[config.mk]
export PLATFORM = sky130hd
export DESIGN_NAME = baro_accel_altitude_filter
export DESIGN_NICKNAME = d
export VERILOG_FILES = /design/src/rtl/bafl_pkg.sv /design/src/rtl/baro_accel_altitude_filter.sv /design/src/rtl/bafl_mul.sv /design/src/rtl/bafl_div.sv
export SDC_FILE = /design/constraint.sdc
export NUM_CORES = 2
export LEC_CHECK = 0
export BUFFER_PORTS_ARGS = -buffer_cell sky130_fd_sc_hd__buf_2
export CAP_MARGIN = 5
export CORE_MARGIN = 10
export CORE_UTILIZATION = 35
export CTS_CLUSTER_DIAMETER = 80
export CTS_CLUSTER_SIZE = 24
export DETAILED_ROUTE_END_ITERATION = 10
export GPL_ROUTABILITY_DRIVEN = 0
export GPL_TIMING_DRIVEN = 0
export SLEW_MARGIN = 10
export SYNTH_ARGS = -nofsm -noshare
export SYNTH_HDL_FRONTEND = slang
export SYNTH_SLANG_ARGS = --single-unit
[constraint.sdc]
create_clock -name clk -period 9.8 [get_ports clk]
set_input_delay 2.94 -clock clk [delete_from_list [all_inputs] [get_ports clk]]
set_output_delay 2.94 -clock clk [all_outputs]
set_load 0.01 [all_outputs]
[src/rtl/bafl_pkg.sv]
package bafl_pkg;

  // fixed-point formats
  localparam int FRAC_BITS = 16;
  localparam int GAIN_W    = 17;
  localparam int GAIN_ONE  = 65536;
  localparam int ROT_SHIFT = 14;
  localparam int DT_FRAC   = 20;
  localparam int DT_SHIFT  = 21;
  localparam longint GRAVITY_Q = (981 * (64'sd1 <<< FRAC_BITS) + 50) / 100;

  // shift-add multiplier sizing
  localparam int MUL_AW = 33;
  localparam int MUL_BW = 22;
  localparam int MUL_CW = $clog2(MUL_BW);
  localparam int ACC_W  = 57;

  // restoring divider sizing
  localparam int DIV_NW = 54;
  localparam int DIV_DW = 21;
  localparam int DIV_CW = $clog2(DIV_NW);

  typedef struct packed {
    logic                     start;
    logic signed [MUL_AW-1:0] a;
    logic signed [MUL_BW-1:0] b;
    logic signed [ACC_W-1:0]  init;
  } mul_req_t;

  typedef struct packed {
    logic              start;
    logic [DIV_NW-1:0] num;
    logic [DIV_DW-1:0] den;
  } div_req_t;

  // saturate a wide signed value to 32 bits
  function automatic logic signed [31:0] sat32(input logic signed [ACC_W-1:0] v);
    logic signed [ACC_W-1:0] hi;
    logic signed [ACC_W-1:0] lo;
    hi = ACC_W'(64'sd2147483647);
    lo = ACC_W'(-64'sd2147483648);
    if (v > hi) return 32'sh7fffffff;
    else if (v < lo) return 32'sh80000000;
    else return v[31:0];
  endfunction

  // gains above one act as one
  function automatic logic [GAIN_W-1:0] gain_clamp(input logic [GAIN_W-1:0] g);
    if (g > GAIN_W'(GAIN_ONE)) return GAIN_W'(GAIN_ONE);
    else return g;
  endfunction

  // negate with saturation of the most negative value
  function automatic logic signed [31:0] neg_sat(input logic signed [31:0] v);
    if (v == 32'sh80000000) return 32'sh7fffffff;
    else return -v;
  endfunction

endpackage

[src/rtl/baro_accel_altitude_filter.sv]
// query items and any item before the first baro sample skip the arithmetic units
// accel items run seven serial multiplies, 22 multiplier bits each
// baro items run three multiplies and one 54-bit division
// one item at a time: a new item is taken only once the last has left the
// sequencer; the next transfer is taken while the result waits at the output
// reset: synchronous active-low rst_n clears the estimate, sets warm-up, loads default gains
module baro_accel_altitude_filter import bafl_pkg::*; (
  input  logic               clk,
  input  logic               rst_n,
  input  logic               in_valid,
  output logic               in_ready,
  input  logic [1:0]         in_kind,
  input  logic signed [24:0] in_accel_x,
  input  logic signed [24:0] in_accel_y,
  input  logic signed [24:0] in_accel_z,
  input  logic signed [15:0] in_rot_xz,
  input  logic signed [15:0] in_rot_yz,
  input  logic signed [15:0] in_rot_zz,
  input  logic signed [30:0] in_baro_altitude,
  input  logic [20:0]        in_interval,
  output logic               out_valid,
  input  logic               out_ready,
  output logic signed [31:0] out_down_position,
  output logic signed [31:0] out_down_velocity,
  output logic               out_valid_res,
  input  logic               cfg_we,
  input  logic [1:0]         cfg_index,
  input  logic [16:0]        cfg_data
);

  localparam logic [1:0] KIND_ACCEL = 2'd0;
  localparam logic [1:0] KIND_BARO  = 2'd1;

  localparam logic [1:0] CFG_LPF   = 2'd0;
  localparam logic [1:0] CFG_DRIFT = 2'd1;
  localparam logic [1:0] CFG_BARO  = 2'd2;

  localparam logic [1:0] ST_IDLE  = 2'd0;
  localparam logic [1:0] ST_ISSUE = 2'd1;
  localparam logic [1:0] ST_WAIT  = 2'd2;
  localparam logic [1:0] ST_FIN   = 2'd3;

  localparam logic [3:0] OP_P1   = 4'd0;
  localparam logic [3:0] OP_P2   = 4'd1;
  localparam logic [3:0] OP_P3   = 4'd2;
  localparam logic [3:0] OP_LPF  = 4'd3;
  localparam logic [3:0] OP_OFF  = 4'd4;
  localparam logic [3:0] OP_SPD  = 4'd5;
  localparam logic [3:0] OP_ALT  = 4'd6;
  localparam logic [3:0] OP_BALT = 4'd7;
  localparam logic [3:0] OP_B2   = 4'd8;
  localparam logic [3:0] OP_DIV  = 4'd9;
  localparam logic [3:0] OP_BSPD = 4'd10;

  localparam logic signed [ACC_W-1:0] RND_ROT = ACC_W'(64'sd1 <<< (ROT_SHIFT - 1));
  localparam logic signed [ACC_W-1:0] RND_Q   = ACC_W'(64'sd1 <<< 15);
  localparam logic signed [ACC_W-1:0] RND_DT  = ACC_W'(64'sd1 <<< (DT_SHIFT - 1));
  localparam logic signed [ACC_W-1:0] GRAV    = ACC_W'(GRAVITY_Q);
  localparam logic [DIV_NW-1:0]       Q_LIMIT = DIV_NW'(64'd2147483648);

  // configuration
  logic [GAIN_W-1:0] lpg_r, drg_r, bg_r;
  logic [GAIN_W-1:0] lpg_c, drg_c, bg_c;

  // filter state
  logic signed [31:0] alt_r, spd_r, off_r, filt_r, pca_r, pbaro_r;
  logic               warm_r;

  // sequencer
  logic [1:0] st_r;
  logic [3:0] op_r;

  // latched item and intermediates
  logic signed [24:0] ax_r, ay_r, az_r;
  logic signed [15:0] rx_r, ry_r, rz_r;
  logic signed [30:0] baro_r;
  logic [20:0]        dt_r;
  logic signed [31:0] cur_r, corr_r, oldspd_r, rate_r;
  logic signed [32:0] diff_r;
  logic [GAIN_W-1:0]  b2_r;

  // output register
  logic               out_valid_r;
  logic signed [31:0] out_pos_r, out_vel_r;
  logic               out_res_r;

  // shared units
  mul_req_t                mul_req;
  div_req_t                div_req;
  logic                    mul_done, div_done, unit_done;
  logic signed [ACC_W-1:0] mul_acc;
  logic [DIV_NW-1:0]       div_quot;

  logic signed [ACC_W-1:0] acc_q16, acc_q21, acc_rot;
  logic signed [31:0]      filt_upd, off_upd;
  logic [32:0]             diff_abs;
  logic [31:0]             q_sat;
  logic signed [32:0]      rate_wide;
  logic                    in_xfer, out_load;

  assign lpg_c = gain_clamp(lpg_r);
  assign drg_c = gain_clamp(drg_r);
  assign bg_c  = gain_clamp(bg_r);

  assign in_ready = (st_r == ST_IDLE);
  assign in_xfer  = in_valid && in_ready;
  assign out_load = (st_r == ST_FIN) && (!out_valid_r || out_ready);

  // multiplier operand selection
  always_comb begin
    mul_req       = '0;
    mul_req.start = (st_r == ST_ISSUE) && (op_r != OP_DIV);
    unique case (op_r)
      OP_P1: begin
        mul_req.a    = MUL_AW'(ax_r);
        mul_req.b    = MUL_BW'(rx_r);
        mul_req.init = RND_ROT;
      end
      OP_P2: begin
        mul_req.a    = MUL_AW'(ay_r);
        mul_req.b    = MUL_BW'(ry_r);
        mul_req.init = mul_acc;
      end
      OP_P3: begin
        mul_req.a    = MUL_AW'(az_r);
        mul_req.b    = MUL_BW'(rz_r);
        mul_req.init = mul_acc;
      end
      OP_LPF: begin
        mul_req.a    = MUL_AW'(cur_r) - MUL_AW'(filt_r);
        mul_req.b    = MUL_BW'({1'b0, lpg_c});
        mul_req.init = RND_Q;
      end
      OP_OFF: begin
        mul_req.a    = MUL_AW'(filt_r) - MUL_AW'(off_r);
        mul_req.b    = MUL_BW'({1'b0, drg_c});
        mul_req.init = RND_Q;
      end
      OP_SPD: begin
        mul_req.a    = MUL_AW'(pca_r) + MUL_AW'(corr_r);
        mul_req.b    = MUL_BW'({1'b0, dt_r});
        mul_req.init = RND_DT;
      end
      OP_ALT: begin
        mul_req.a    = MUL_AW'(oldspd_r) + MUL_AW'(spd_r);
        mul_req.b    = MUL_BW'({1'b0, dt_r});
        mul_req.init = RND_DT;
      end
      OP_BALT: begin
        mul_req.a    = MUL_AW'(baro_r) - MUL_AW'(alt_r);
        mul_req.b    = MUL_BW'({1'b0, bg_c});
        mul_req.init = RND_Q;
      end
      OP_B2: begin
        mul_req.a    = MUL_AW'({1'b0, bg_c});
        mul_req.b    = MUL_BW'({1'b0, bg_c});
        mul_req.init = RND_Q;
      end
      OP_BSPD: begin
        mul_req.a    = MUL_AW'(rate_r) - MUL_AW'(spd_r);
        mul_req.b    = MUL_BW'({1'b0, b2_r});
        mul_req.init = RND_Q;
      end
      default: begin
        mul_req.a    = '0;
        mul_req.b    = '0;
        mul_req.init = '0;
      end
    endcase
  end

  // baro rate division: rounded magnitude, sign applied after
  assign diff_abs      = diff_r[32] ? 33'(-diff_r) : 33'(diff_r);
  assign div_req.start = (st_r == ST_ISSUE) && (op_r == OP_DIV);
  assign div_req.num   = (DIV_NW'(diff_abs) << DT_FRAC) + DIV_NW'(dt_r >> 1);
  assign div_req.den   = dt_r;

  bafl_mul u_mul (
    .clk  (clk),
    .rst_n(rst_n),
    .req  (mul_req),
    .done (mul_done),
    .acc  (mul_acc)
  );

  bafl_div u_div (
    .clk  (clk),
    .rst_n(rst_n),
    .req  (div_req),
    .done (div_done),
    .quot (div_quot)
  );

  assign unit_done = (op_r == OP_DIV) ? div_done : mul_done;

  // rescaled products and updates
  assign acc_rot  = mul_acc >>> ROT_SHIFT;
  assign acc_q16  = mul_acc >>> 16;
  assign acc_q21  = mul_acc >>> DT_SHIFT;
  assign filt_upd = sat32(ACC_W'(filt_r) + acc_q16);
  assign off_upd  = sat32(ACC_W'(off_r) + acc_q16);

  assign q_sat     = (div_quot > Q_LIMIT) ? 32'h80000000 : div_quot[31:0];
  assign rate_wide = diff_r[32] ? -$signed({1'b0, q_sat}) : $signed({1'b0, q_sat});

  // configuration writes
  always_ff @(posedge clk) begin
    if (!rst_n) begin
      lpg_r <= GAIN_W'(6554);
      drg_r <= GAIN_W'(66);
      bg_r  <= GAIN_W'(3277);
    end else if (cfg_we) begin
      unique case (cfg_index)
        CFG_LPF:   lpg_r <= cfg_data;
        CFG_DRIFT: drg_r <= cfg_data;
        CFG_BARO:  bg_r  <= cfg_data;
        default:   ;
      endcase
    end
  end

  // sequencer and filter state
  always_ff @(posedge clk) begin
    if (!rst_n) begin
      st_r        <= ST_IDLE;
      op_r        <= OP_P1;
      warm_r      <= 1'b1;
      alt_r       <= '0;
      spd_r       <= '0;
      off_r       <= '0;
      filt_r      <= '0;
      pca_r       <= '0;
      pbaro_r     <= '0;
      out_valid_r <= 1'b0;
    end else begin
      // result valid: set on load, cleared on transfer
      if (out_load) out_valid_r <= 1'b1;
      else if (out_valid_r && out_ready) out_valid_r <= 1'b0;
      unique case (st_r)
        ST_IDLE: begin
          if (in_xfer) begin
            if (warm_r) begin
              if (in_kind == KIND_BARO) warm_r <= 1'b0;
              st_r <= ST_FIN;
            end else if (in_kind == KIND_ACCEL) begin
              op_r <= OP_P1;
              st_r <= ST_ISSUE;
            end else if (in_kind == KIND_BARO) begin
              op_r <= OP_BALT;
              st_r <= ST_ISSUE;
            end else begin
              st_r <= ST_FIN;
            end
          end
        end
        ST_ISSUE: st_r <= ST_WAIT;
        ST_WAIT: begin
          if (unit_done) begin
            st_r <= ST_ISSUE;
            unique case (op_r)
              OP_P1:  op_r <= OP_P2;
              OP_P2:  op_r <= OP_P3;
              OP_P3:  op_r <= OP_LPF;
              OP_LPF: begin
                filt_r <= filt_upd;
                op_r   <= OP_OFF;
              end
              OP_OFF: begin
                off_r <= off_upd;
                op_r  <= OP_SPD;
              end
              OP_SPD: begin
                spd_r <= sat32(ACC_W'(spd_r) + acc_q21);
                pca_r <= corr_r;
                op_r  <= OP_ALT;
              end
              OP_ALT: begin
                alt_r <= sat32(ACC_W'(alt_r) + acc_q21);
                st_r  <= ST_FIN;
              end
              OP_BALT: begin
                alt_r <= sat32(ACC_W'(alt_r) + acc_q16);
                op_r  <= OP_B2;
              end
              OP_B2:  op_r <= OP_DIV;
              OP_DIV: op_r <= OP_BSPD;
              OP_BSPD: begin
                spd_r   <= sat32(ACC_W'(spd_r) + acc_q16);
                pbaro_r <= 32'(baro_r);
                st_r    <= ST_FIN;
              end
              default: st_r <= ST_FIN;
            endcase
          end
        end
        ST_FIN: begin
          if (out_load) st_r <= ST_IDLE;
        end
        default: st_r <= ST_IDLE;
      endcase
    end
  end

  // item latch, intermediates and result payload
  always_ff @(posedge clk) begin
    if (in_xfer) begin
      ax_r   <= in_accel_x;
      ay_r   <= in_accel_y;
      az_r   <= in_accel_z;
      rx_r   <= in_rot_xz;
      ry_r   <= in_rot_yz;
      rz_r   <= in_rot_zz;
      baro_r <= in_baro_altitude;
      dt_r   <= (in_interval == '0) ? 21'd1 : in_interval;
    end
    if ((st_r == ST_WAIT) && unit_done) begin
      unique case (op_r)
        OP_P3:   cur_r <= sat32(-(acc_rot + GRAV));
        OP_OFF:  corr_r <= sat32(ACC_W'(filt_r) - ACC_W'(off_upd));
        OP_SPD:  oldspd_r <= spd_r;
        OP_BALT: diff_r <= 33'(baro_r) - 33'(pbaro_r);
        OP_B2:   b2_r <= acc_q16[GAIN_W-1:0];
        OP_DIV:  rate_r <= sat32(ACC_W'(rate_wide));
        default: ;
      endcase
    end
    if (out_load) begin
      out_pos_r <= neg_sat(alt_r);
      out_vel_r <= neg_sat(spd_r);
      out_res_r <= !warm_r;
    end
  end

  assign out_valid         = out_valid_r;
  assign out_down_position = out_pos_r;
  assign out_down_velocity = out_vel_r;
  assign out_valid_res     = out_res_r;

  // units report completion only to a waiting sequencer
  a_mul_done_wait: assert property (@(posedge clk) disable iff (!rst_n)
    mul_done |-> (st_r == ST_WAIT) && (op_r != OP_DIV))
    else $error("multiplier done outside wait");

  a_div_done_wait: assert property (@(posedge clk) disable iff (!rst_n)
    div_done |-> (st_r == ST_WAIT) && (op_r == OP_DIV))
    else $error("divider done outside wait");

  // warm-up ends only on a baro transfer
  a_warm_end: assert property (@(posedge clk) disable iff (!rst_n)
    $fell(warm_r) |-> $past(in_xfer && (in_kind == KIND_BARO)))
    else $error("warm-up cleared without baro transfer");

  // state only moves while an item is in work
  a_state_hold: assert property (@(posedge clk) disable iff (!rst_n)
    (st_r == ST_IDLE) && !in_valid |=> $stable(alt_r) && $stable(spd_r))
    else $error("estimate changed while idle");

endmodule

[src/rtl/bafl_mul.sv]
module bafl_mul import bafl_pkg::*; (
  input  logic                    clk,
  input  logic                    rst_n,
  input  mul_req_t                req,
  output logic                    done,
  output logic signed [ACC_W-1:0] acc
);

  logic                    busy_r;
  logic                    done_r;
  logic [MUL_CW-1:0]       cnt_r;
  logic signed [ACC_W-1:0] acc_r;
  logic signed [ACC_W-1:0] acc_nxt;
  logic signed [ACC_W-1:0] mcand_r;
  logic [MUL_BW-1:0]       mplier_r;
  logic                    last;

  assign last = (cnt_r == MUL_CW'(MUL_BW - 1));

  // one multiplier bit per cycle, the sign bit weighs negative
  always_comb begin
    acc_nxt = acc_r;
    if (mplier_r[0]) begin
      if (last) acc_nxt = acc_r - mcand_r;
      else acc_nxt = acc_r + mcand_r;
    end
  end

  // control
  always_ff @(posedge clk) begin
    if (!rst_n) begin
      busy_r <= 1'b0;
      done_r <= 1'b0;
      cnt_r  <= '0;
    end else begin
      done_r <= 1'b0;
      if (req.start) begin
        busy_r <= 1'b1;
        cnt_r  <= '0;
      end else if (busy_r) begin
        cnt_r <= cnt_r + 1'b1;
        if (last) begin
          busy_r <= 1'b0;
          done_r <= 1'b1;
        end
      end
    end
  end

  // operand shifters and accumulator
  always_ff @(posedge clk) begin
    if (req.start) begin
      acc_r    <= req.init;
      mcand_r  <= ACC_W'(req.a);
      mplier_r <= req.b;
    end else if (busy_r) begin
      acc_r    <= acc_nxt;
      mcand_r  <= mcand_r <<< 1;
      mplier_r <= mplier_r >> 1;
    end
  end

  assign done = done_r;
  assign acc  = acc_r;

endmodule

[src/rtl/bafl_div.sv]
module bafl_div import bafl_pkg::*; (
  input  logic              clk,
  input  logic              rst_n,
  input  div_req_t          req,
  output logic              done,
  output logic [DIV_NW-1:0] quot
);

  logic              busy_r;
  logic              done_r;
  logic [DIV_CW-1:0] cnt_r;
  logic [DIV_NW-1:0] num_r;
  logic [DIV_DW-1:0] den_r;
  logic [DIV_DW-1:0] rem_r;
  logic [DIV_DW:0]   trial;
  logic              ge;
  logic [DIV_DW-1:0] rem_nxt;

  // one quotient bit per cycle
  assign trial   = {rem_r, num_r[DIV_NW-1]};
  assign ge      = (trial >= {1'b0, den_r});
  assign rem_nxt = ge ? DIV_DW'(trial - {1'b0, den_r}) : trial[DIV_DW-1:0];

  // control
  always_ff @(posedge clk) begin
    if (!rst_n) begin
      busy_r <= 1'b0;
      done_r <= 1'b0;
      cnt_r  <= '0;
    end else begin
      done_r <= 1'b0;
      if (req.start) begin
        busy_r <= 1'b1;
        cnt_r  <= '0;
      end else if (busy_r) begin
        cnt_r <= cnt_r + 1'b1;
        if (cnt_r == DIV_CW'(DIV_NW - 1)) begin
          busy_r <= 1'b0;
          done_r <= 1'b1;
        end
      end
    end
  end

  // dividend shifts out, quotient shifts in
  always_ff @(posedge clk) begin
    if (req.start) begin
      num_r <= req.num;
      den_r <= req.den;
      rem_r <= '0;
    end else if (busy_r) begin
      num_r <= {num_r[DIV_NW-2:0], ge};
      rem_r <= rem_nxt;
    end
  end

  assign done = done_r;
  assign quot = num_r;

endmodule

==> impl_metrics.ini <==
[status]
outcome = finished, final reports clean

[clock_network]
postCtsHoldBufs = 0
clk_pin_slew_ns = 0.09
cts.sinks = 914
clkLatencyLatePin_ns = 0.75
cts_inserted_buffers = 72
cts_tree = done
root_buffer = clkbuf_16
cts_max_level = 3
clock_path_buffers = 3

[routing]
viasPerCell = 5.84
drtAntennaViolNets = 0
drtPass1Iterations = 9
drtIter0Drc = 7737
avgRoutedWirePerCell_um = 24.4
num_vias = 63400
routed_wl_mm = 265
drt_drc_violations_left = 0

[sta]
fmax_ghz = 0.108
skew_ns = 0.0584
tightest_slew_ns = 1.46
slew_violations = 0
period_minus_slack_ns = 9.29
fin_crit_sh_pct = 94.8
rsz0062_at_grt = false
setup_viol = 0
report.final.hold_viol_count = 0
slew_headroom_pct = 2.78
timing.hold.ws_ns = 0.466

[setup_path]
startpoint_type = register
reg2reg_depth = 34
path_class = register to register
cp_slowest_stage_delay_ns = 0.51
critPathMaxFanout = 10
arrival_ns = 9.75
cpMostUsedCell = a21o_1
critPathCaptureType = register
r2r_slack_ns = 0.51
r2r_start = u_mul.acc[17]
crit_slowest_cell = o31a_1
cp.required_ns = 10.26
r2r_end = corr_r[29]

[cells_and_area]
nNetsFinal = 9020
fillCellCount = 19500
drive_gt1_share_pct = 7.47
syn2layout_area_growth_pct = 12.6

[worst_hold_path]
holdPathEnd = pbaro_r[9]
worstHoldPathCells = 2
min_from = pbaro_r[9]
hold_class = register to register

[yosys]
ys_seq_elements = 914
yosysUniqueCellTypes = 109
synth_warnings = 0
avgSynthCellArea_um2 = 8.74
synth_edf_count = 628
synth_ff_type = edfxtp_1
yosysSeqAreaShare_pct = 36.0
async_flop_share_pct = 0
synthesis.nets = 8590
netlist_area_um2 = 68300
synth_cells = 7813

[floorplan]
fp.dieArea_um2 = 213000
ioPinCount = 268
start_util_pct = 35.1
fp.dieH_um = 462
die_w_um = 462
num_rows = 162
core-area_um2 = 195000

[global_routing]
gr-usage-all-layers_pct = 23.7
grt-ovfl-total = 0
grt_pass1_wl_mm = 383
grt_pass1_vias = 59100
antenna_found_initial = 16
grt_max_degree = 108

[power]
p_total_mw = 11.2
p_per_area_nw_per_um2 = 145
power_frac_seq_pct = 41.4
p_clk_share_pct = 30.3
p_leak_nw = 30.9
ir_drop_v = 0.000131
netSwitchingPower_mw = 4.05
p_int_mw = 7.12
swShare_pct = 36.3
power.share.combinational_pct = 28.3

[placed_design]
port_buffers = 266
dp_hpwl_mm = 207

[flow_run]
cap_violations = 0
kinds of logic (layout without fill, tap and decap cells):
group / Yosys count / after routing / share of synthesized area, %
xor+xnor: 639 / 639 / 8.19
buf+inv: 717 / 1206 / 4.03
compound gates: 2415 / 2415 / 22.9
other cells: 0 / 8 / 0
flops: 914 / 914 / 36.0
mux: 87 / 87 / 1.36
fa+ha+maj: 588 / 588 / 10.9
simple gates: 2453 / 2453 / 16.7
synthesized netlist by cell type (all sizes together), types with 111 or more instances:
library cell,number,area (µm²)
nand2,989,3710
a21oi,675,3380
edfxtp,628,18900
ha,560,7010
o21ai,547,2750
nor2,512,1920
inv,395,1480
xnor2,387,3390
dfxtp,286,5730
clkbuf,278,1040
xor2,252,2210
a21o,200,1500
nor3,170,851
nand3,169,846
a21boi,151,1130
o31ai,111,862
final cells by class:
cell class	instances	area, µm²	area share (%)
diodes	8	20.0	0.0260
plain buffers	321	1270	1.66
clock buffers	81	1860	2.41
well taps	2542	3180	4.14
repair buffers	356	2640	3.43
multi-input cells	6182	41100	53.4
clock inverters	52	769	1.00
inverters	396	1490	1.94
flip-flops and latches	914	24600	32.0
worst max-delay path by stage:
stage / cells after the start / endpoint / from
global route: 36 / corr_r[23] / u_mul.acc[53]
finish: 34 / corr_r[29] / u_mul.acc[17]
CTS: 37 / corr_r[13] / u_mul.acc[48]
global placement: 33 / corr_r[12] / u_mul.acc[17]
detailed placement: 34 / corr_r[13] / u_mul.acc[16]
floorplan: 33 / corr_r[22] / u_mul.acc[46]
timing repair:
action	4_1_cts	5_1_grt
resized for setup	2	10
endpoints found under the setup margin	31	31
buffers inserted	24	34
flip-flops by register name (all words and copies together) (netlist names), 22 cells and up:
signal / flops
spd_r: 32
cur_r: 32
oldspd_r: 32
u_mul.mplier_r: 22
baro_r: 31
rate_r: 32
ay_r: 25
pca_r: 32
filt_r: 32
u_div.quot: 54
az_r: 25
diff_r: 32
alt_r: 32
u_mul.mcand_r: 57
corr_r: 32
u_mul.acc: 57
off_r: 32
ax_r: 25
out_down_velocity: 32
out_down_position: 32
pbaro_r: 31
power groups by stage:
stage / registers [mW] / clock network [mW] / logic, mW
final: 4.63 / 3.38 / 3.17
after global routing: 4.64 / 3.54 / 3.39
after CTS: 4.70 / 3.42 / 2.96
after detailed placement: 4.86 / 0 / 2.80
after global placement: 4.94 / 0 / 2.64
after floorplan: 4.64 / 0 / 1.91
through the flow:
step | setup slack [ns] | utilization, % | area, µm² | std cells | TNS, ns
floorplan | 2.24 | - | 68300 | 7813 | 0
global placement | -0.962 | 37.4 | 72800 | 10600 | -27.20
detailed placement | -0.716 | 37.8 | 73600 | 10700 | -19.49
CTS | 0.00121 | 39.3 | 76500 | 10800 | 0
global route | 0.0359 | 39.5 | 76900 | 10800 | 0
finish | 0.506 | 39.5 | 76900 | 10900 | 0
critical path: cells and delay by family, from the launching register on:
family / cells / cell delay [ns]
compound gates: 17 / 4.01
buf+inv: 7 / 1.64
simple gates: 6 / 1.47
fa+ha+maj: 3 / 1.08
flops: 1 / 0.40
mux: 1 / 0.39
cell usage in the layout, fill, tap and decap left out, types with 167 or more instances in the layout:
cell type and count:
dfxtp_1 286, nand3_1 169, ha_1 560, a21o_1 200, o21ai_0 510, nor2_1 508
buf_2 280, xnor2_1 387, xor2_1 252, clkbuf_1 279, nand2_1 987, a21oi_1 672
inv_1 394, nor3_1 167, edfxtp_1 628
layer usage:
layer	vias to the layer above	wire (µm)	track usage, %
met4	2	20100	14.9
met1	30200	106000	30.0
met5	-	36	0
met2	3029	115000	37.2
met3	652	23900	4.23
li1	29500	-	-
No activity file was read; power rests on OpenSTA's default activity.
